[config.mk]
export PLATFORM = sky130hd
export DESIGN_NAME = uart_register_interface_flat
export DESIGN_NICKNAME = d
export VERILOG_FILES = /design/src/sv/uart_ri_pkg.sv /design/src/sv/uart_ri_if.sv /design/src/sv/uart_register_interface.sv /design/src/flat_wrapper.sv
export VERILOG_INCLUDE_DIRS = /design/src /design/src/sv
export SDC_FILE = /design/constraint.sdc
export NUM_CORES = 1
export LEC_CHECK = 0
export ABC_AREA = 1
export ABC_CLOCK_PERIOD_IN_PS = 1550
export BUFFER_PORTS_ARGS = -buffer_cell sky130_fd_sc_hd__buf_2
export CELL_PAD_IN_SITES_DETAIL_PLACEMENT = 0
export CELL_PAD_IN_SITES_GLOBAL_PLACEMENT = 2
export CORE_MARGIN = 3
export CORE_UTILIZATION = 35
export DETAILED_ROUTE_END_ITERATION = 10
export PLACE_DENSITY = 0.78
export SYNTH_ARGS = -nofsm -noshare
export SYNTH_HDL_FRONTEND = slang
export SYNTH_SLANG_ARGS = --single-unit
export TNS_END_PERCENT = 30
[constraint.sdc]
create_clock -name clk -period 1.55 [get_ports clk]
set_input_delay 0.0775 -clock clk [delete_from_list [all_inputs] [get_ports clk]]
set_output_delay 0.0775 -clock clk [all_outputs]
set_load 0.01 [all_outputs]
[src/sv/uart_register_interface_macros.svh]
`ifndef UART_REGISTER_INTERFACE_MACROS_SVH
`define UART_REGISTER_INTERFACE_MACROS_SVH

// Same-cycle implication, sampled on clk, off during reset
`define URI_ASSERT_NOW(label, ante, cons, msg) \
    label: assert property (@(posedge clk) disable iff (!rst_n) (ante) |-> (cons)) \
        else $error(msg);

// Next-cycle implication, sampled on clk, off during reset
`define URI_ASSERT_NEXT(label, ante, cons, msg) \
    label: assert property (@(posedge clk) disable iff (!rst_n) (ante) |=> (cons)) \
        else $error(msg);

`endif

[src/sv/uart_ri_pkg.sv]
package uart_ri_pkg;

    typedef enum logic [1:0] {
        KIND_RX     = 2'd0,
        KIND_READ   = 2'd1,
        KIND_WRITE  = 2'd2,
        KIND_SELECT = 2'd3
    } kind_t;

    typedef enum logic [1:0] {
        PARITY_NONE = 2'd0,
        PARITY_ODD  = 2'd1,
        PARITY_EVEN = 2'd2
    } parity_t;

    localparam logic [7:0] STAT_THRE = 8'h80;
    localparam logic [7:0] STAT_TSRE = 8'h40;
    localparam logic [7:0] STAT_OE   = 8'h02;
    localparam logic [7:0] STAT_DA   = 8'h01;

    localparam logic [7:0] CTL_TR  = 8'h80;
    localparam logic [7:0] CTL_BRK = 8'h40;
    localparam logic [7:0] CTL_IE  = 8'h20;
    localparam logic [7:0] CTL_FMT = 8'h1C;
    localparam logic [7:0] CTL_EPE = 8'h02;
    localparam logic [7:0] CTL_PI  = 8'h01;

    localparam int unsigned CTL_FMT_SHIFT = 2;

endpackage

[src/sv/uart_ri_if.sv]
interface uart_ri_req_if;
    import uart_ri_pkg::*;

    logic       valid;
    logic       ready;
    kind_t      kind;
    logic [7:0] data;
    logic       select_level;

    modport source (output valid, kind, data, select_level, input ready);
    modport sink   (input valid, kind, data, select_level, output ready);
endinterface

interface uart_ri_rsp_if;
    import uart_ri_pkg::*;

    logic       valid;
    logic       ready;
    logic [7:0] read_data;
    logic       read_valid;
    logic [7:0] tx_data;
    logic       tx_valid;
    logic       irq_level;
    parity_t    parity_mode;
    logic [2:0] word_format;
    logic       break_level;
    logic       transmit_request;

    modport source (
        output valid, read_data, read_valid, tx_data, tx_valid, irq_level,
               parity_mode, word_format, break_level, transmit_request,
        input  ready
    );
    modport sink (
        input  valid, read_data, read_valid, tx_data, tx_valid, irq_level,
               parity_mode, word_format, break_level, transmit_request,
        output ready
    );
endinterface

[src/sv/uart_register_interface.sv]
// A request passes through the input register, then the response register.
// Throughput: one request per cycle; the input register and the response
// register each take a new transfer whenever the stage after them moves.
// Reset (rst_n low, asynchronous): all flags, holding and control state clear
// to zero, parity none, both pipeline registers empty.
`include "uart_register_interface_macros.svh"

module uart_register_interface (
    input  logic          clk,
    input  logic          rst_n,
    uart_ri_req_if.sink   req,
    uart_ri_rsp_if.source rsp
);
    import uart_ri_pkg::*;

    logic       in_valid_reg;
    kind_t      in_kind_reg;
    logic [7:0] in_data_reg;
    logic       in_sel_reg;

    logic       advance;
    logic       fire;

    logic       da_reg, da_next;
    logic       ov_reg, ov_next;
    logic       ie_reg, ie_next;
    logic       ip_reg, ip_next;
    logic       brk_reg, brk_next;
    logic       tr_reg, tr_next;
    logic       sel_reg, sel_next;
    logic [7:0] rhr_reg, rhr_next;
    parity_t    par_reg, par_next;
    logic [2:0] fmt_reg, fmt_next;

    logic [7:0] rd_next;
    logic       rv_next;
    logic [7:0] td_next;
    logic       tv_next;

    logic       out_valid_reg;
    logic [7:0] out_rd_reg;
    logic       out_rv_reg;
    logic [7:0] out_td_reg;
    logic       out_tv_reg;
    logic       out_irq_reg;
    parity_t    out_par_reg;
    logic [2:0] out_fmt_reg;
    logic       out_brk_reg;
    logic       out_tr_reg;

    assign advance   = !out_valid_reg || rsp.ready;
    assign fire      = in_valid_reg && advance;
    assign req.ready = !in_valid_reg || advance;

    always_ff @(posedge clk or negedge rst_n)
    begin
        if (!rst_n)
        begin
            in_valid_reg <= 1'b0;
        end
        else if (req.ready)
        begin
            in_valid_reg <= req.valid;
        end
    end

    always_ff @(posedge clk)
    begin
        if (req.ready && req.valid)
        begin
            in_kind_reg <= req.kind;
            in_data_reg <= req.data;
            in_sel_reg  <= req.select_level;
        end
    end

    always_comb
    begin
        da_next  = da_reg;
        ov_next  = ov_reg;
        ie_next  = ie_reg;
        ip_next  = ip_reg;
        brk_next = brk_reg;
        tr_next  = tr_reg;
        sel_next = sel_reg;
        rhr_next = rhr_reg;
        par_next = par_reg;
        fmt_next = fmt_reg;
        rd_next  = 8'h00;
        rv_next  = 1'b0;
        td_next  = 8'h00;
        tv_next  = 1'b0;

        unique case (in_kind_reg)
            KIND_RX:
            begin
                if (da_reg)
                begin
                    ov_next = 1'b1;
                end
                rhr_next = in_data_reg;
                da_next  = 1'b1;
                if (ie_reg)
                begin
                    ip_next = 1'b1;
                end
            end
            KIND_READ:
            begin
                rv_next = 1'b1;
                if (sel_reg)
                begin
                    rd_next = STAT_THRE | STAT_TSRE
                            | (ov_reg ? STAT_OE : 8'h00)
                            | (da_reg ? STAT_DA : 8'h00);
                    ip_next = 1'b0;
                end
                else
                begin
                    rd_next = rhr_reg;
                    da_next = 1'b0;
                    ov_next = 1'b0;
                end
            end
            KIND_WRITE:
            begin
                if (sel_reg)
                begin
                    // drop a control write that asks for transmit while one is requested
                    if (!(tr_reg && ((in_data_reg & CTL_TR) != 8'h00)))
                    begin
                        if ((in_data_reg & CTL_PI) != 8'h00)
                        begin
                            par_next = PARITY_NONE;
                        end
                        else if ((in_data_reg & CTL_EPE) != 8'h00)
                        begin
                            par_next = PARITY_EVEN;
                        end
                        else
                        begin
                            par_next = PARITY_ODD;
                        end
                        fmt_next = 3'((in_data_reg & CTL_FMT) >> CTL_FMT_SHIFT);
                        ie_next  = (in_data_reg & CTL_IE) != 8'h00;
                        brk_next = (in_data_reg & CTL_BRK) != 8'h00;
                        tr_next  = (in_data_reg & CTL_TR) != 8'h00;
                        if ((in_data_reg & CTL_IE) == 8'h00)
                        begin
                            ip_next = 1'b0;
                        end
                    end
                end
                else
                begin
                    td_next = in_data_reg;
                    tv_next = 1'b1;
                    ip_next = 1'b0;
                end
            end
            KIND_SELECT:
            begin
                sel_next = in_sel_reg;
            end
        endcase
    end

    always_ff @(posedge clk or negedge rst_n)
    begin
        if (!rst_n)
        begin
            da_reg  <= 1'b0;
            ov_reg  <= 1'b0;
            ie_reg  <= 1'b0;
            ip_reg  <= 1'b0;
            brk_reg <= 1'b0;
            tr_reg  <= 1'b0;
            sel_reg <= 1'b0;
            rhr_reg <= 8'h00;
            par_reg <= PARITY_NONE;
            fmt_reg <= 3'd0;
        end
        else if (fire)
        begin
            da_reg  <= da_next;
            ov_reg  <= ov_next;
            ie_reg  <= ie_next;
            ip_reg  <= ip_next;
            brk_reg <= brk_next;
            tr_reg  <= tr_next;
            sel_reg <= sel_next;
            rhr_reg <= rhr_next;
            par_reg <= par_next;
            fmt_reg <= fmt_next;
        end
    end

    always_ff @(posedge clk or negedge rst_n)
    begin
        if (!rst_n)
        begin
            out_valid_reg <= 1'b0;
        end
        else if (advance)
        begin
            out_valid_reg <= in_valid_reg;
        end
    end

    always_ff @(posedge clk)
    begin
        if (fire)
        begin
            out_rd_reg  <= rd_next;
            out_rv_reg  <= rv_next;
            out_td_reg  <= td_next;
            out_tv_reg  <= tv_next;
            out_irq_reg <= ip_next;
            out_par_reg <= par_next;
            out_fmt_reg <= fmt_next;
            out_brk_reg <= brk_next;
            out_tr_reg  <= tr_next;
        end
    end

    assign rsp.valid            = out_valid_reg;
    assign rsp.read_data        = out_rd_reg;
    assign rsp.read_valid       = out_rv_reg;
    assign rsp.tx_data          = out_td_reg;
    assign rsp.tx_valid         = out_tv_reg;
    assign rsp.irq_level        = out_irq_reg;
    assign rsp.parity_mode      = out_par_reg;
    assign rsp.word_format      = out_fmt_reg;
    assign rsp.break_level      = out_brk_reg;
    assign rsp.transmit_request = out_tr_reg;

    `URI_ASSERT_NOW(a_ov_needs_da, ov_reg, da_reg, "overrun set without data available")
    `URI_ASSERT_NOW(a_ip_needs_ie, ip_reg, ie_reg, "interrupt pending while disabled")
    `URI_ASSERT_NOW(a_rd_tx_excl, out_valid_reg, !(out_rv_reg && out_tv_reg), "read and transmit in one response")
    `URI_ASSERT_NEXT(a_tx_write, fire && in_kind_reg == KIND_WRITE && !sel_reg, out_valid_reg && out_tv_reg, "transmit write gave no transmit")
    `URI_ASSERT_NEXT(a_rx_sets_da, fire && in_kind_reg == KIND_RX, da_reg && rhr_reg == $past(in_data_reg), "received character not held")

endmodule

[src/flat_wrapper.sv]
// flat-port wrapper written by rule: the top's interface ports become plain ports
module uart_register_interface_flat import uart_ri_pkg::*;
  (clk, rst_n, req_valid, req_kind, req_data, req_select_level, req_ready, rsp_valid, rsp_read_data, rsp_read_valid, rsp_tx_data, rsp_tx_valid, rsp_irq_level, rsp_parity_mode, rsp_word_format, rsp_break_level, rsp_transmit_request, rsp_ready);
  uart_ri_req_if req_i ();
  uart_ri_rsp_if rsp_i ();
  input  logic clk;
  input  logic rst_n;
  input wire logic [$bits(req_i.valid)-1:0] req_valid;
  input wire logic [$bits(req_i.kind)-1:0] req_kind;
  input wire logic [$bits(req_i.data)-1:0] req_data;
  input wire logic [$bits(req_i.select_level)-1:0] req_select_level;
  output wire logic [$bits(req_i.ready)-1:0] req_ready;
  output wire logic [$bits(rsp_i.valid)-1:0] rsp_valid;
  output wire logic [$bits(rsp_i.read_data)-1:0] rsp_read_data;
  output wire logic [$bits(rsp_i.read_valid)-1:0] rsp_read_valid;
  output wire logic [$bits(rsp_i.tx_data)-1:0] rsp_tx_data;
  output wire logic [$bits(rsp_i.tx_valid)-1:0] rsp_tx_valid;
  output wire logic [$bits(rsp_i.irq_level)-1:0] rsp_irq_level;
  output wire logic [$bits(rsp_i.parity_mode)-1:0] rsp_parity_mode;
  output wire logic [$bits(rsp_i.word_format)-1:0] rsp_word_format;
  output wire logic [$bits(rsp_i.break_level)-1:0] rsp_break_level;
  output wire logic [$bits(rsp_i.transmit_request)-1:0] rsp_transmit_request;
  input wire logic [$bits(rsp_i.ready)-1:0] rsp_ready;
  assign req_i.valid = req_valid;
  assign req_i.kind = req_kind;
  assign req_i.data = req_data;
  assign req_i.select_level = req_select_level;
  assign req_ready = req_i.ready;
  assign rsp_valid = rsp_i.valid;
  assign rsp_read_data = rsp_i.read_data;
  assign rsp_read_valid = rsp_i.read_valid;
  assign rsp_tx_data = rsp_i.tx_data;
  assign rsp_tx_valid = rsp_i.tx_valid;
  assign rsp_irq_level = rsp_i.irq_level;
  assign rsp_parity_mode = rsp_i.parity_mode;
  assign rsp_word_format = rsp_i.word_format;
  assign rsp_break_level = rsp_i.break_level;
  assign rsp_transmit_request = rsp_i.transmit_request;
  assign rsp_i.ready = rsp_ready;
  uart_register_interface u_core (.clk(clk), .rst_n(rst_n), .req(req_i), .rsp(rsp_i));
endmodule
* After elaboration in Yosys (flattened, before gate mapping)
Index checks and enable logic that the tools add are counted.
Word-level totals: flip-flop bits (word level) 59, word-level logic and storage cells 77, output and inout port bits 28, input port bits 15
Cells by class: equality and inequality tests 5, bitwise operators 3, reduce and logical (&&, ||, !) cells 16, multiplexer cells 29
Operators with widths (count):
- 1-bit two-way mux | 16
- 2-bit two-way mux | 6
- 3-bit two-way mux | 3
- 8-bit logical NOT | 1
- 8-bit two-way mux | 1
- 8-bit bitwise OR | 1
- 4-bit AND reduction | 2
- 2-bit == test, second input constant | 2
- 1-bit case mux with 2 select lines | 2
- 2-bit AND reduction | 2
- 1-bit logical AND | 3
- 1-bit case mux with 3 select lines | 1
- 3-bit AND reduction | 1
- 2-bit by 1-bit == test with 1-bit output, second input constant | 1
- 1-bit logical NOT | 2
- 2-bit logical NOT | 1
- 1-bit logical OR | 2
- 2-bit by 1-bit inequality test with 1-bit output, second input constant | 1
- 2-bit inequality test, second input constant | 1
- 1-bit inverter | 2
- 2-bit nonzero test | 1
- 2-bit OR reduction | 1

* Logic depth before layout (Yosys ltp)
Gate-level depths: netlist of run 1.
depth in word-level cells 5, mapped depth 8, depth with buffers taken out 7

* Worst setup path before layout of run 1
Ideal clock, no wire load.
kind reg-to-reg, start point reg u_core.in_kind_reg[0], end point reg u_core.out_brk_reg (netlist: u_core.rsp.break_level) (data pin), path buffers 1, stages on the path, launching flop included 8, setup slack 0.234 ns, setup time 0.254 ns, arrival 1.062 ns, clock period less this slack 1.316 ns, data required time 1.296 ns, cells stage by stage edfxtp_1 > inv_2 > nand2_2 > nor2_2 > nand2_2 > buf_6 > nand2_1 > o21ai_2
On the way: longest elaborated chain between the ends 2
Ends and longest elaborated chain:
- start: declaration | RTL line uart_register_interface.sv:17 | kind_t in_kind_reg;
- start signal: assignment | RTL line uart_register_interface.sv:71 | in_kind_reg <= req.kind;
- 2-bit == test | RTL line uart_register_interface.sv:94 | unique case (in_kind_reg)
- 1-bit two-way mux | RTL line uart_register_interface.sv:94
- via u_core.brk_next | RTL line uart_register_interface.sv:28 | logic brk_reg, brk_next;
- end signal: assignment | RTL line uart_register_interface.sv:221 | out_brk_reg <= brk_next;
- end: declaration | RTL line uart_register_interface.sv:48 | logic out_brk_reg;
The timed path passes the listed nets, and every way through them passes these cells. A chain may end at the register's enable or synchronous reset.

* Worst setup path after layout of run 1
start point reg u_core.in_kind_reg[1], end point reg u_core.out_fmt_reg[1] (netlist: u_core.rsp.word_format[1]) (data pin)
On the way: longest elaborated chain between the ends 2
Ends and longest elaborated chain:
- 2-bit == test | RTL line uart_register_interface.sv:94
- 3-bit two-way mux | RTL line uart_register_interface.sv:94
- via u_core.fmt_next[1] | RTL line uart_register_interface.sv:33 | logic [2:0] fmt_reg, fmt_next;
- end signal: assignment | RTL line uart_register_interface.sv:220 | out_fmt_reg <= fmt_next;
- end: declaration | RTL line uart_register_interface.sv:47 | logic [2:0] out_fmt_reg;
The timed path passes the listed nets, and every way through them passes these cells.

==> impl_metrics.ini, run 1 <==
[hold_path]
hold_start = rsp_ready
worstHoldPathType = input pin to flip-flop
min_path_cells = 4
whs_endpoint = u_core.rsp.valid

[sta]
max_freq_mhz = 750.1
finalWorstSetupSlack_ps = 216.9
timing.hold.ws_ps = 39.31
finalClockSkew_ps = 6.765
finalSetupTns_ps = 0
slew_violations = 0
slew_headroom_pct = 63.79
finalCritPeriodShare_pct = 86.01
hold_viol = 0
tightest_slew_ps = 543.1
min_period_ps = 1333
rsz0062_at_grt = false
setup_viol_count_final = 0

[synth]
yosysUniqueCellTypes = 21
ys_seq_area_share_pct = 70.79
synth_fp_nets = 220
synth.avg_cell_area_um2 = 11.45
synth_top_cell_area_share_pct = 47.33
netlist_instances = 205
syn_area_mm2 = 0.002347
synth_area_leaders = edfxtp_1, dfrtp_1, nand2_1, inv_1, nor2_1
ys_ff_latch = 59
yosys.area.top_type = edfxtp_1
yosys_warnings = 0

[layout]
postLayoutCoreUtil_pct = 46.70
finish.instance_area_mm2 = 0.002999
fill_cells = 592
final_cell_mix = nand2_1, buf_2, edfxtp_1, dfrtp_1
area_delta_synth_final_pct = 27.77
drive_gt1_share_pct = 28.36
fin_nets = 287
multi_input_comb_area_um2 = 558.0
regArea_mm2 = 0.001662
layoutNonFillerInstCount = 352
mostFrequentLayoutCell = nand2_1
antenna_cells = 0

[power_and_ir_drop]
ir_worst_vdd_uv = 579.4
combPwrFrac_pct = 20.5
power_density_mw_per_mm2 = 1517
totalPowerFinal_mw = 4.551
seq_power_share_pct = 49.8
p_clk_share_pct = 29.7
p_switching_mw = 1.261
p_leak_nw = 1.398
swShare_pct = 27.71
p_int_mw = 3.290

[setup_path]
r2r_start = u_core.in_kind_reg[1]
critPathArrivalTime_ps = 1420
critPathCaptureType = flip-flop
required_ps = 1640
r2r_cells = 5
reg2reg_to = u_core.rsp.word_format[1]
r2r_setup_slack_ps = 220
path_class = flip-flop to flip-flop
worstPathMaxFanout = 11
crit_path_start_kind = flip-flop

[clocking]
clock_latency_ps = 330
path_clk_slew_ps = 60
clockBufferDepth = 2
postCtsSetupBuffers = 0
cts-root-buf = clkbuf_8
cts_made_buffers = 9
htreeDepth = 3
cts_tree = yes
cts_sinks = 59
cts_resized = 0

[detailed_routing]
routed_wirelength_um = 4475
dr.pass1.iters = 4
initialDrtViolationCount = 47
ant_nets = 0
vias = 1576
drt-wirelength-per-cell_um = 12.71
drcViolationCount = 0
viasPerCell = 4.477

[die]
fp.dieW_um = 87.89
rows = 29
io_pins = 43
die_h_um = 87.89
die-area_mm2 = 0.007725
start_util_pct = 36.55
core-area_mm2 = 0.006422

[place]
place_area_mm2 = 0.002679
dp_cells = 325
post-place-ws_ps = 196.3
io_buffers = 42
gp_congestion = 0.7137
hpwl_um = 3052

[grt]
grtUsageTotal_pct = 13.04
grt_pass1_vias = 1528
antenna_found_initial = 0
grt_max_degree = 23
grt_pass1_wl_um = 7320
overflow = 0

[run_status]
outcome = complete, no violations

[run]
max-cap-violations = 0
==> power groups by stage <==
| stage | clock (mW) | sequential, mW | combinational (mW) |
|---|---|---|---|
| finish | 1.35 | 2.27 | 0.934 |
| global route | 1.47 | 2.31 | 1.07 |
| CTS | 1.39 | 2.27 | 0.954 |
| detailed placement | 0 | 2.30 | 0.921 |
| global placement | 0 | 2.30 | 0.910 |
| floorplan | 0 | 2.35 | 0.548 |
==> cell usage after synthesis (all sizes together) <==
| cell | n |
|---|---|
| inv | 24 |
| nor3 | 1 |
| a21oi | 2 |
| nand3 | 9 |
| o21ai | 16 |
| edfxtp | 37 |
| buf | 3 |
| nand2 | 61 |
| nor2 | 26 |
| dfrtp | 22 |
| a21o | 1 |
| nand4 | 1 |
| and2 | 2 |
==> cell families (layout without fill, tap and decap cells) <==
logic type,after synthesis,in the layout,synth area share [%]
buf+inv,27,97,5.437
flops,59,59,70.79
simple gates,100,100,18.98
compound gates,19,19,4.798
==> critical path: stages (launching register included) <==
cell	delay, ps
edfxtp_1	480
nand2_2	110
nor2_2	130
nand2_2	190
nand2_1	130
o21ai_2	50
==> worst max path at each step <==
stage,start,endpoint,slack [ps],cells past startpoint
floorplan,u_core.in_kind_reg[0],u_core.rsp.break_level,230,7
global placement,u_core.in_kind_reg[0],u_core.rsp.word_format[0],240,6
detailed placement,u_core.in_kind_reg[1],u_core.rsp.word_format[1],200,5
CTS,u_core.in_kind_reg[1],u_core.rsp.break_level,200,5
global route,u_core.in_kind_reg[0],u_core.par_reg[1],80,7
finish,u_core.in_kind_reg[1],u_core.rsp.word_format[1],220,5
==> per-layer routing <==
metal	vias to the layer above	share of wire [%]	wire [um]	track usage (%)
met4	0	2.7	119	7.531
met5	-	0	0	0
met1	725	47	2103	17.04
met3	11	4.6	204	3.387
met2	44	46	2048	19.59
li1	796	-	-	-
==> layout make-up <==
class	count	area share [%]
repair buffers	59	13.18
clock buffers	11	5.048
inverters	24	3.254
multi-input cells	119	18.61
clock inverters	3	1.293
flip-flops and latches	59	55.40
well taps	77	3.212
==> timing repair <==
action                                 4_1_cts  5_1_grt
endpoints found under the hold margin       34        0
setup endpoints to repair                    0        0
hold buffers                                13        0
No activity file was read; power rests on OpenSTA's default activity.
==> run 2: changes to the inputs <==
--- a/config.mk
+++ b/config.mk
@@ -6,13 +6,12 @@
 export SDC_FILE = /design/constraint.sdc
 export NUM_CORES = 1
 export LEC_CHECK = 0
-export ABC_AREA = 1
 export ABC_CLOCK_PERIOD_IN_PS = 1550
 export BUFFER_PORTS_ARGS = -buffer_cell sky130_fd_sc_hd__buf_2
 export CELL_PAD_IN_SITES_DETAIL_PLACEMENT = 0
 export CELL_PAD_IN_SITES_GLOBAL_PLACEMENT = 2
 export CORE_MARGIN = 3
-export CORE_UTILIZATION = 35
+export CORE_UTILIZATION = 38
 export DETAILED_ROUTE_END_ITERATION = 10
 export PLACE_DENSITY = 0.78
 export SYNTH_ARGS = -nofsm -noshare
==> run 2 against run 1 <==
Effect of this change: non-clock buffer count increased by 5; power down 1.0%; final cell count decreased by 17%; sequential power shrank 4%; clock skew is essentially flat.
==> impl_metrics.ini, run 2 <==
[run_status]
outcome = complete, no violations

[power_and_ir_drop]
p_leak_nw = 1.317
ir_worst_vdd_uv = 746.7
power_density_mw_per_mm2 = 1466

[hold_path]
min_path_cells = 4
whs_endpoint = u_core.in_valid_reg
hold_start = rsp_ready
worstHoldPathType = input pin to flip-flop

[synth]
synth_top_cell_area_share_pct = 47.67
netlist_instances = 144
synth_area_leaders = edfxtp_1, dfrtp_1, mux2_2, mux2_4, and2_1
yosysUniqueCellTypes = 23
ys_ff_latch = 59
synth.avg_cell_area_um2 = 16.19
synth_edf_count = 37
ys_seq_area_share_pct = 71.28
yosys.area.top_type = edfxtp_1
syn_area_mm2 = 0.002331
synth.most_common_cell = edfxtp_1
ys.flop_type = edfxtp_1
synth_fp_nets = 159
async_reset_ff_share_pct = 37.29
yosys-top-cells-count = edfxtp_1, dfrtp_1, mux2_2
yosys_warnings = 0

[detailed_routing]
vias = 1375
drt-wirelength-per-cell_um = 14.29
viasPerCell = 4.725
routed_wirelength_um = 4157
initialDrtViolationCount = 65
dr.pass1.iters = 4
drcViolationCount = 0
ant_nets = 0

[setup_path]
slowest_delay_ps = 380
path_class = flip-flop to flip-flop
r2r_start = u_core.rsp.valid
crit_path_start_kind = flip-flop
critPathArrivalTime_ps = 1700
worstPathCellList = nand2b_1 > nand4_4 > mux2_4
crit_family = simple AND/OR/NAND/NOR gates
reg2reg_to = u_core.par_reg[0]
critPathBufInv = 0
worstPathMaxFanout = 7
r2r_setup_slack_ps = 80
required_ps = 1770
cp_slowest_cell = dfrtp_1
critPathCaptureType = flip-flop
r2r_cells = 3

[grt]
overflow = 0
grt_pass1_wl_um = 7238
grt_pass1_vias = 1461
antenna_found_initial = 0
grtUsageTotal_pct = 13.60
grt_max_degree = 28

[clocking]
cts_made_buffers = 9
clockBufferDepth = 2
cts_tree = yes
postCtsSetupBuffers = 0
clock_latency_ps = 340
htreeDepth = 3
cts_sinks = 59
path_clk_slew_ps = 60
cts-root-buf = clkbuf_8

[die]
die_h_um = 84.32
die-area_mm2 = 0.007110
start_util_pct = 40.83
io_pins = 43
core-area_mm2 = 0.005709
rows = 27
fp.dieW_um = 84.32

[sta]
rsz0062_at_grt = false
slew_violations = 0
finalSetupTns_ps = 0
setup_viol_count_final = 0
tightest_slew_ps = 506.8
slew_headroom_pct = 66.21
min_period_ps = 1473
finalClockSkew_ps = 6.854
finalCritPeriodShare_pct = 95.04
max_freq_mhz = 678.9
hold_viol = 0

[layout]
fin_nets = 229
area_delta_synth_final_pct = 31.83
mostFrequentLayoutCell = buf_2
postLayoutCoreUtil_pct = 53.82
final_cell_mix = buf_2, edfxtp_1, dfrtp_1, mux2_2
antenna_cells = 0
drive_gt1_share_pct = 44.29

[place]
io_buffers = 42
gp_congestion = 0.7675
hpwl_um = 2930

[run]
max-cap-violations = 0
-- run 2: cell types whose count changed after synthesis, sizes merged, moves of 11 or more --
cell   previous run  this run
and2              2        13
inv              24         3
mux2              0        24
nor2             26        11
nand2            61         5
o21ai            16         0
-- run 2: cell families (layout without fill, tap and decap cells) --
family,count (synthesis),in the layout,synth area share (%)
simple gates,42,42,10.84
flops,59,59,71.28
mux,26,26,13.58
compound gates,9,9,2.738
buf+inv,8,83,1.556
-- run 2: worst max-delay path by stage --
stage	slack, ps	end	depth (start not counted)	start
final	80	u_core.par_reg[0]	3	u_core.rsp.valid
after global routing	5	u_core.in_sel_reg	4	u_core.rsp.valid
after CTS	50	u_core.rsp.parity_mode[1]	3	u_core.in_kind_reg[1]
after detailed placement	40	u_core.rsp.word_format[2]	3	u_core.in_kind_reg[1]
after global placement	110	u_core.rsp.word_format[1]	3	u_core.in_kind_reg[1]
after floorplan	40	u_core.rsp.break_level	4	u_core.in_kind_reg[1]
-- run 2: layer usage --
metal / part of all wire (%) / track usage [%] / vias to the layer above
met5: 0 / 0 / -
met4: 3.0 / 10.53 / 0
met3: 6.0 / 4.416 / 9
met2: 49 / 20.44 / 41
met1: 42 / 16.05 / 654
li1: - / - / 671
-- run 2: tightest hold or removal path: cells and delay by family --
| family | cells | cell delay, ps |
|---|---|---|
| buffers and inverters | 1 | 80 |
| and+or+nand+nor | 3 | 260 |
-- run 2: through the flow --
| step | power, mW | std cells | area [um2] | hold WS, ps | setup WS [ps] |
|---|---|---|---|---|---|
| after floorplan | 2.685 | 144 | 2338 | -218.1 | 35.86 |
| after global placement | 2.920 | 262 | 2706 | 65.89 | 105.1 |
| after detailed placement | 2.966 | 262 | 2706 | 77.39 | 35.57 |
| after CTS | 4.547 | 291 | 3063 | 105.0 | 46.26 |
| after global routing | 4.753 | 291 | 3073 | 152.9 | 4.694 |
| final | 4.505 | 291 | 3073 | 123.1 | 76.94 |
-- run 2: timing repair --
action	in CTS	in global routing
setup endpoints to repair	0	14
hold buffers	13	0
endpoints found under the hold margin	34	0
resized for setup	0	2
-- run 2: power breakdown --
group | total (mW) | switching [mW] | internal, mW | leakage (nW)
combinational | 0.775 | 0.334 | 0.440 | 0.579
sequential | 2.18 | 0.159 | 2.02 | 0.630
clock | 1.55 | 0.601 | 0.947 | 0.108
total | 4.51 | 1.09 | 3.41 | 1.32
-- run 2: layout make-up --
cell class / instances / area (um2)
Clock buffer: 10 / 137.6
Timing Repair Buffer: 64 / 432.9
Inverter: 3 / 11.26
Multi-Input combinational cell: 77 / 650.6
Fill cell: 476 / 2636
Sequential cell: 59 / 1662
Clock inverter: 6 / 88.84
Tap cell: 72 / 90.09
==> run 3: changes to the inputs <==
==> constraint.sdc (replaced) <==
create_clock -name clk -period 1.55 [get_ports clk]
set_input_delay 0.0775 -clock clk [delete_from_list [all_inputs] [get_ports clk]]
set_output_delay 0.0775 -clock clk [all_outputs]
set_load 0.02 [all_outputs]
==> run 3 against run 2 <==
Effect of this change: setup slack got worse by 1.9 ps; hold slack worse by 39 ps; sequential share of layout area hardly changed; largest power group unchanged; highest routed layer unchanged.
==> impl_metrics.ini, run 3 (same netlist as run 2, synthesis figures left out) <==
[grt]
grt_pass1_vias = 1461
antenna_found_initial = 0
grt_pass1_wl_um = 7238
grtUsageTotal_pct = 13.60
overflow = 0
grt_max_degree = 28

[setup_path]
required_ps = 1770
critical_path.startpoint = u_core.rsp.valid
r2r_setup_slack_ps = 80
crit_path_start_kind = flip-flop
worstPathMaxFanout = 7
critPathCaptureType = flip-flop
critPathArrivalTime_ps = 1700
path_class = flip-flop to flip-flop
r2r_start = u_core.rsp.valid

[layout]
multi_input_comb_area_um2 = 653.1
final_cell_mix = buf_2, edfxtp_1, dfrtp_1, mux2_2
mostFrequentLayoutCell = buf_2
postLayoutCoreUtil_pct = 53.87
area_delta_synth_final_pct = 31.94
drive_gt1_share_pct = 44.75
finish.instance_area_mm2 = 0.003075
fin_nets = 229
fill_cells = 475
layoutNonFillerInstCount = 291
antenna_cells = 0
regArea_mm2 = 0.001662

[detailed_routing]
ant_nets = 0
viasPerCell = 4.715
wirelength_met1_um = 1749
routed.top_layer = met4
wl_met2_um = 2034
initialDrtViolationCount = 65
dr.pass1.iters = 4
routed_wirelength_um = 4159
wl_met3_um = 252
drcViolationCount = 0
drt-wirelength-per-cell_um = 14.29
vias = 1372

[clocking]
clockBufferDepth = 2
cts_made_buffers = 9
clock_latency_ps = 340
cts-root-buf = clkbuf_8
path_clk_slew_ps = 60
postCtsSetupBuffers = 0
cts_sinks = 59
cts_tree = yes
htreeDepth = 3

[place]
post-place-ws_ps = 35.57
gp_congestion = 0.7675
place_area_mm2 = 0.002706
io_buffers = 42
dp_cells = 262
hpwl_um = 2930

[die]
start_util_pct = 40.83
rows = 27
fp.dieW_um = 84.32
die_h_um = 84.32
die-area_mm2 = 0.007110
io_pins = 43
core-area_mm2 = 0.005709

[run]
max-cap-violations = 0

[sta]
finalSetupTns_ps = 0
rsz0062_at_grt = false
slew_headroom_pct = 66.19
tightest_slew_ps = 507.1
min_period_ps = 1475
finalCritPeriodShare_pct = 95.16
finalClockSkew_ps = 6.854
slew_violations = 0
hold_viol = 0
setup_viol_count_final = 0
finalWorstSetupSlack_ps = 75.04
max_freq_mhz = 678.0
timing.hold.ws_ps = 83.88

[power_and_ir_drop]
p_clk_share_pct = 33.8
combPwrFrac_pct = 18.5
seq_power_share_pct = 47.7
p_int_mw = 3.412
p_switching_mw = 1.165
swShare_pct = 25.45
p_leak_nw = 1.318
ir_worst_vdd_uv = 747.4
totalPowerFinal_mw = 4.577
power_density_mw_per_mm2 = 1488

[hold_path]
hold_start = rsp_ready
worstHoldPathType = input pin to flip-flop

[run_status]
outcome = complete, no violations
[run 3: cell counts in the layout (fill, tap and decap cells not counted)]
Identical to the previous run, type by type.
[run 3: worst max-delay path, stage by stage (launching register included)]
cell	delay [ps]
dfrtp_1	380
nand2b_1	350
nand4_4	270
mux2_4	360
[run 3: path summary, 6_finish.rpt]
check / to / cells past startpoint
worst max register to register: u_core.par_reg[0] / 3
worst min register to register: u_core.sel_reg / 1
worst min-delay path: u_core.in_valid_reg / 4
worst max-delay path: u_core.par_reg[0] / 3
min in group asynchronous: u_core.par_reg[1] / 2
max in group asynchronous: u_core.rhr_reg[5] / 2
[run 3: area by class of cell]
type / instances / share of cell area, %
tap: 72 / 2.929
clock buffer: 10 / 4.475
timing repair buffer: 64 / 14.08
sequential: 59 / 54.03
clock inverter: 6 / 2.889
inverter: 3 / 0.3662
multi-input combinational: 77 / 21.24
[run 3: power by group through the flow]
stage | clock [mW] | combinational (mW) | sequential, mW
2_1_floorplan | 0 | 0.475 | 2.28
3_3_place_gp | 0 | 0.800 | 2.19
3_5_place_dp | 0 | 0.828 | 2.21
4_1_cts | 1.58 | 0.853 | 2.18
5_1_grt | 1.68 | 0.928 | 2.22
6_report | 1.55 | 0.847 | 2.18
[run 3: repair_timing]
item,in CTS,in global routing
resized for setup,0,3
endpoints found under the setup margin,0,15
hold buffers,13,0
hold endpoints to repair,34,0
[run 3: per-layer routing]
layer	up-vias	global-route usage, %
met1	651	16.05
li1	669	-
met3	9	4.416
met5	-	0
met2	43	20.44
met4	0	10.53
